$ cat src/hw/rtl/assert_macros.svh
// Assertion helpers; they expect clk and arst_n in the enclosing module.
`ifndef ASSERT_MACROS_SVH
`define ASSERT_MACROS_SVH

// The property must hold at every clock edge outside reset.
`define LCP_ASSERT(lbl, prop, msg) \
	lbl: assert property (@(posedge clk) disable iff (!arst_n) (prop)) else $error(msg);

// When the antecedent holds, the consequent must hold in the following cycle.
`define LCP_ASSERT_NEXT(lbl, ante, cons, msg) \
	lbl: assert property (@(posedge clk) disable iff (!arst_n) (ante) |=> (cons)) \
		else $error(msg);

`endif

$ cat src/hw/rtl/lcp_pkg.sv
`timescale 1ns / 1ps
// ----------------------------------------------------------------------------
// lcp_pkg
// Shared types and constants of the LIFO stack with capacity policy.
// ----------------------------------------------------------------------------
package lcp_pkg;

	localparam int STORE_DEPTH  = 1024;
	localparam int ELEMENT_BITS = 32;
	localparam int ADDR_W       = $clog2(STORE_DEPTH);
	localparam int FIELD_W      = 11;          // size, capacity and min capacity
	localparam int CAP2_W       = FIELD_W + 1; // room for 2c+1
	localparam int VAL_W        = 32;          // push_value / pop_value fields

	localparam logic CMD_PUSH = 1'b0;
	localparam logic CMD_POP  = 1'b1;

	typedef enum logic [1:0] {
		ST_OK      = 2'd0,
		ST_RESIZED = 2'd1,
		ST_EMPTY   = 2'd2,
		ST_DROPPED = 2'd3
	} status_t;

	typedef struct packed {
		logic             command;
		logic [VAL_W-1:0] push_value;
	} in_item_t;

	typedef struct packed {
		status_t            status;
		logic [VAL_W-1:0]   pop_value;
		logic [FIELD_W-1:0] size_after;
		logic [FIELD_W-1:0] capacity_after;
	} out_item_t;

	// memory request from the controller
	typedef struct packed {
		logic                    we;
		logic [ADDR_W-1:0]       waddr;
		logic [ELEMENT_BITS-1:0] wdata;
		logic                    re;
		logic [ADDR_W-1:0]       raddr;
	} ram_req_t;

	// per-item outcome handed to the result pipeline
	typedef struct packed {
		status_t            status;
		logic               pop_ok;
		logic [FIELD_W-1:0] size_after;
		logic [FIELD_W-1:0] capacity_after;
	} ctl_t;

endpackage

$ cat src/hw/rtl/lcp_ctrl.sv
`timescale 1ns / 1ps
`include "assert_macros.svh"
// ----------------------------------------------------------------------------
// lcp_ctrl
// Count, capacity and min capacity registers; decides each push or pop.
// ----------------------------------------------------------------------------
module lcp_ctrl (
	input  logic                        clk,
	input  logic                        arst_n,
	input  logic                        cfg_we,
	input  logic [lcp_pkg::FIELD_W-1:0] cfg_wdata,
	input  logic                        accept,
	input  lcp_pkg::in_item_t           item,
	output lcp_pkg::ram_req_t           req,
	output lcp_pkg::ctl_t               res
);

	logic [lcp_pkg::FIELD_W-1:0] count_q;
	logic [lcp_pkg::FIELD_W-1:0] cap_q;
	logic [lcp_pkg::FIELD_W-1:0] min_q;
	logic [lcp_pkg::FIELD_W-1:0] nxt_count;
	logic [lcp_pkg::FIELD_W-1:0] nxt_cap;
	logic [lcp_pkg::FIELD_W-1:0] cnt_dec;
	logic [lcp_pkg::FIELD_W-1:0] cap_m3;
	logic [lcp_pkg::FIELD_W-1:0] cap_m1;
	logic [lcp_pkg::CAP2_W-1:0]  cap2;
	logic                        grow;
	logic                        grow_fail;
	logic                        full;
	logic                        push_ok;
	logic                        shrink;
	logic                        is_push;
	logic                        is_empty;

	always_comb begin
		is_push   = (item.command == lcp_pkg::CMD_PUSH);
		is_empty  = (count_q == '0);
		grow      = (count_q >= cap_q);
		cap2      = {cap_q, 1'b1};
		grow_fail = grow && (cap2 > lcp_pkg::CAP2_W'(lcp_pkg::STORE_DEPTH));
		full      = (count_q >= lcp_pkg::FIELD_W'(lcp_pkg::STORE_DEPTH));
		push_ok   = !grow_fail && !full;
		cnt_dec   = count_q - lcp_pkg::FIELD_W'(1);
		cap_m3    = cap_q - lcp_pkg::FIELD_W'(3);
		cap_m1    = cap_q - lcp_pkg::FIELD_W'(1);
		shrink    = (cap_q >= lcp_pkg::FIELD_W'(3)) && (cnt_dec == (cap_m3 >> 2))
			&& (cnt_dec >= min_q);

		req       = '0;
		res       = '0;
		nxt_count = count_q;
		nxt_cap   = cap_q;
		res.status = lcp_pkg::ST_OK;

		if (is_push) begin
			if (push_ok) begin
				req.we    = accept;
				req.waddr = count_q[lcp_pkg::ADDR_W-1:0];
				req.wdata = lcp_pkg::ELEMENT_BITS'(item.push_value);
				nxt_count = count_q + lcp_pkg::FIELD_W'(1);
				if (grow) begin
					nxt_cap    = cap2[lcp_pkg::FIELD_W-1:0];
					res.status = lcp_pkg::ST_RESIZED;
				end
			end else begin
				res.status = lcp_pkg::ST_DROPPED;
			end
		end else begin
			if (is_empty) begin
				res.status = lcp_pkg::ST_EMPTY;
			end else begin
				req.re     = accept;
				req.raddr  = cnt_dec[lcp_pkg::ADDR_W-1:0];
				res.pop_ok = 1'b1;
				nxt_count  = cnt_dec;
				if (shrink) begin
					nxt_cap    = cap_m1 >> 1;
					res.status = lcp_pkg::ST_RESIZED;
				end
			end
		end

		res.size_after     = nxt_count;
		res.capacity_after = nxt_cap;
	end

	// a register write empties the stack and reloads the capacity
	always_ff @(posedge clk or negedge arst_n) begin
		if (!arst_n) begin
			count_q <= '0;
			cap_q   <= '0;
			min_q   <= '0;
		end else if (cfg_we) begin
			min_q   <= cfg_wdata;
			count_q <= '0;
			cap_q   <= cfg_wdata;
		end else if (accept) begin
			count_q <= nxt_count;
			cap_q   <= nxt_cap;
		end
	end

	`LCP_ASSERT(a_count_bound, count_q <= lcp_pkg::FIELD_W'(lcp_pkg::STORE_DEPTH),
		"element count beyond store depth")
	`LCP_ASSERT_NEXT(a_push_inc, accept && !cfg_we && is_push && push_ok,
		count_q == $past(count_q) + lcp_pkg::FIELD_W'(1), "push did not bump count")
	`LCP_ASSERT_NEXT(a_empty_pop_hold, accept && !cfg_we && !is_push && is_empty,
		$stable(count_q) && $stable(cap_q), "empty pop changed state")

endmodule

$ cat config.mk
export PLATFORM = sky130hd
export DESIGN_NAME = lcp_ctrl
export DESIGN_NICKNAME = d
export VERILOG_FILES = /design/src/hw/rtl/lcp_pkg.sv /design/src/hw/rtl/lcp_ctrl.sv
export VERILOG_INCLUDE_DIRS = /design/src /design/src/hw/rtl
export SDC_FILE = /design/constraint.sdc
export NUM_CORES = 1
export LEC_CHECK = 0
export ABC_CLOCK_PERIOD_IN_PS = 8900
export BUFFER_PORTS_ARGS = -buffer_cell sky130_fd_sc_hd__buf_4
export CORE_ASPECT_RATIO = 1.4
export CORE_MARGIN = 10
export CORE_UTILIZATION = 57
export DETAILED_ROUTE_END_ITERATION = 6
export PLACE_DENSITY = 0.95
export SYNTH_ARGS = -nofsm -noshare
export SYNTH_HDL_FRONTEND = slang
export SYNTH_SLANG_ARGS = --single-unit
$ cat constraint.sdc
create_clock -name clk -period 8.9 [get_ports clk]
set_input_delay 0.89 -clock clk [delete_from_list [all_inputs] [get_ports clk]]
set_output_delay 0.89 -clock clk [all_outputs]
set_load 0.01 [all_outputs]
### After elaboration in Yosys (flattened, before gate mapping)

Index checks and enable logic that the tools add are counted.
W data, S select, Z words.

* flip-flop bits (word level): 33
* bits of input ports: 48
* output and inout port bits: 79
* word-level logic and storage cells: 44

* $add $sub $neg: 4
* order comparisons: 5
* eq/ne operators: 1
* muxes and demuxes: 23
* reduce and logical (&&, ||, !) cells: 8

Operators by type and width (number)
* $mux W11: 14
* $mux W43: 2
* $ge A11 B11 Y1: 2
* $sub A11 B1 Y11 const B: 2
* $gt A12 B11 Y1 const B: 1
* $add A11 B1 Y11 const B: 1
* $eq A11 B9 Y1: 1
* $ge A11 B11 Y1 const B: 1
* $ge A11 B2 Y1 const B: 1
* $logic_not A11 Y1: 1
* $sub A11 B2 Y11 const B: 1
* $mux W2: 3
* $logic_and A1 B1 Y1: 4
* $mux W1: 4
* $logic_not A1 Y1: 2
* $reduce_bool A2 Y1: 1

### Longest topological paths before layout

* word-level depth: 9
* mapped depth: 16
* mapped depth without buffers: 15

### Least setup slack after synthesis

No wires, ideal clock.

* kind: register to output
* from: reg count_q[0] in the netlist's numbering
* to: out res[7] in the netlist's numbering
* arrival time: 3.814 ns
* data required time: 8.010 ns
* path slack: 4.196 ns
* stages on the path, launching flop included: 17
* path buffers: 1
* path through: dfrtp_1 inv_1 ha_1 or4b_4 nor4_1 xnor2_1 inv_1 ha_1 o21a_1 o21ai_0 a2111oi_2 nand4b_1 or3_1 buf_4 o21ai_4 nor2_1 a211oi_1

RTL lines
* from (decl): line lcp_ctrl.sv:18 `logic [lcp_pkg::FIELD_W-1:0] count_q;`
* from (signal assigned): line lcp_ctrl.sv:98 `count_q <= nxt_count;`
* to (decl): line lcp_ctrl.sv:15 `output lcp_pkg::ctl_t res`

==> out/metrics.cfg <==
[run_status]
status=completed

[critical_path]
rrSetupSlack_ns=4.28
critPathRequiredTime_ns=8.01
crit_start=count_q[0]
crit_path_start_kind=register
worstPathMaxFanout=9
cp-end-kind=primary output
reg2reg_depth=15
crit_type=reg -> out
r2r_start=count_q[0]
r2r-end=cap_q[7]
critPathArrivalTime_ns=4.80
crit_end=res[4]

[sta]
fmax_ghz=0.176
period_minus_slack_ns=5.69
timing.slew.headroom=0.168
fin_skew_ns=0.00861
finalSetupViolCount=0
finalCritPeriodShare=0.640
maxSlewViolCount=0
fin_setup_tns_ns=0
worst_pin_slew_ns=1.24
hold_viol=0
rsz0062_at_grt=no

[cells_and_area]
fin_cells=700
drive_gt1_frac=0.258
nNetsFinal=682
fill_cells=530
final_cell_mix=buf_4 (127), and2_1 (44), inv_1 (42)
antenna_cells=0
layout_commonest_cell=buf_4
area_delta_synth_final_pct=26.2

[power_and_ir_drop]
sw_frac_of_total=0.471
switchingPower_mw=0.473
peakVddDrop_mv=0.111
combinationalPowerShare=0.632
power_frac_seq=0.216
power_density_nw_per_um2=203
pwr-share-clk=0.152
internal_power_mw=0.531
p_leak_nw=2.40
p_total_mw=1.00

[grt]
overflow=0
track_usage=0.277
grt_pass1_vias=4509
grt_max_degree=45
grt_pass1_wl_um=24100
antenna_found_initial=0

[clocking]
clockBufferDepth=2
post-cts-setup-buffer-count=0
htree_levels=2
numCtsBuffers=5
root_buffer=clkbuf_8
clkLatencyLatePin_ns=0.30
cts_resized=0
clock_sinks=33
cts_tree=done
postCtsHoldBufs=0
clk_pin_slew_worst_paths_ns=0.08

[synthesis]
syn_area_um2=3920
ys.flop_type=dfrtp_1
synth-edff-count=0
syn_inst=512
yosysSeqAreaShare=0.211
ys_warn_count=0
avgSynthCellArea_um2=7.65
synth_seq_cells=33
yosysUniqueCellTypes=76
synthesis.nets=587
synth-async-reset-ratio=1.00

[drt]
dr.first_iter.drc_count=426
drtAntennaViolNets=0
vias_per_cell=6.35
post-route-drc-count=0
wl_um=15100
routedWlPerCell_um=21.6
dr.pass1.iters=5
vias=4444

[die]
pin_count=127
rows=35
die_h_um=118
core_um2=6660
start_util=0.588
die-area_um2=10600
die_w_um=90.1

[placed_design]
gp_congestion=0.996
place_inst=692
dp_hpwl_um=11800
portBuffers=126

[hold_path]
min_path_type=reg -> reg
min-delay-start=min_q[9]

[run]
maxCapViolations=0

[synth_stat cells, drive strengths merged, types with 2 or more instances]
| master | n | share of area |
|---|---|---|
| nand3 | 9 | 0.013 |
| o21ai | 28 | 0.039 |
| a22oi | 2 | 0.0038 |
| nand2b | 3 | 0.0048 |
| dfrtp | 33 | 0.21 |
| nor4 | 4 | 0.0064 |
| a211oi | 11 | 0.022 |
| nor4b | 2 | 0.0099 |
| nor3 | 20 | 0.030 |
| ha | 27 | 0.086 |
| o211ai | 2 | 0.0038 |
| or3 | 8 | 0.014 |
| xnor2 | 26 | 0.058 |
| nor2 | 42 | 0.041 |
| nor3b | 2 | 0.0038 |
| and2 | 44 | 0.070 |
| mux2i | 9 | 0.023 |
| inv | 43 | 0.041 |
| and3 | 11 | 0.018 |
| nor2b | 3 | 0.0048 |
| nand2 | 39 | 0.037 |
| a221oi | 4 | 0.012 |
| a21oi | 26 | 0.033 |
| buf | 8 | 0.013 |
| o22ai | 6 | 0.0096 |
| nand4 | 5 | 0.0096 |
| a31oi | 6 | 0.0096 |
| o221ai | 5 | 0.011 |
| a2111oi | 4 | 0.015 |
| a311oi | 4 | 0.0089 |
| o31ai | 5 | 0.011 |
| a21o | 5 | 0.0096 |
| o21a | 6 | 0.012 |
| clkbuf | 31 | 0.030 |
| a211o | 2 | 0.0045 |
| xor2 | 5 | 0.011 |
[sequential cells by signal, summed over array words and instances (netlist names)]
| register | cells |
|---|---|
| count_q | 11 |
| cap_q | 11 |
| min_q | 11 |
[metal layers]
layer  GRT usage  wire length, um  part of all wire
met5           0                0                 0
met4       0.172              919             0.061
met3       0.101             1610              0.11
met2       0.472             7380              0.49
met1       0.280             5240              0.35
[worst min path at each step]
stage                           to  slack (ns)  cells after the start
final                     min_q[9]        0.49                      1
after global placement    min_q[9]        0.46                      1
after global routing      min_q[9]        0.53                      1
after CTS                 min_q[9]        0.49                      1
after detailed placement  min_q[9]        0.47                      1
after floorplan           min_q[9]        0.45                      1
[per-stage QoR]
| stage | util | hold WS, ns | area, um2 | setup slack (ns) |
|---|---|---|---|---|
| finish | 0.743 | 0.486 | 4940 | 3.21 |
| floorplan | - | 0.449 | 3920 | 4.20 |
| global placement | 0.725 | 0.462 | 4830 | 3.80 |
| CTS | 0.743 | 0.489 | 4940 | 3.26 |
| detailed placement | 0.725 | 0.471 | 4830 | 3.63 |
| global route | 0.743 | 0.528 | 4940 | 2.95 |
[critical path, cell delays in order, from the launching register on]
cell,delay [ns]
dfrtp_1,0.51
inv_1,0.16
ha_1,0.26
or4b_4,0.53
nor4_1,0.27
xnor2_1,0.21
inv_1,0.10
ha_1,0.28
o21a_1,0.11
o21ai_0,0.11
a2111oi_2,0.36
nand4b_1,0.15
or3_1,0.52
nor3_4,0.40
a32o_2,0.26
o21ba_1,0.15
buf_4,0.14
[kinds of logic after synthesis]
kind of cell               synth area share
and+or+nand+nor                       0.275
buffers and inverters                0.0843
adders and majority gates            0.0863
AOI/OAI and AO/OA                     0.242
DFF                                   0.211
muxes                                0.0259
xor gates and xnor gates             0.0751
[final cells by class]
cell class	count	area (um2)	share of cell area
inverters	43	161	0.0327
clock inverters	3	46.3	0.00936
flip-flops and latches	33	826	0.167
repair buffers	127	953	0.193
clock buffers	5	68.8	0.0139
multi-input cells	397	2770	0.561
well taps	92	115	0.0233
[power by group through the flow]
stage	sequential [mW]	combinational, mW	clock (mW)
finish	0.217	0.635	0.152
global route	0.220	0.699	0.156
CTS	0.215	0.629	0.152
detailed placement	0.217	0.623	0
global placement	0.216	0.611	0
floorplan	0.182	0.420	0
(Power assumes the default switching activity.)
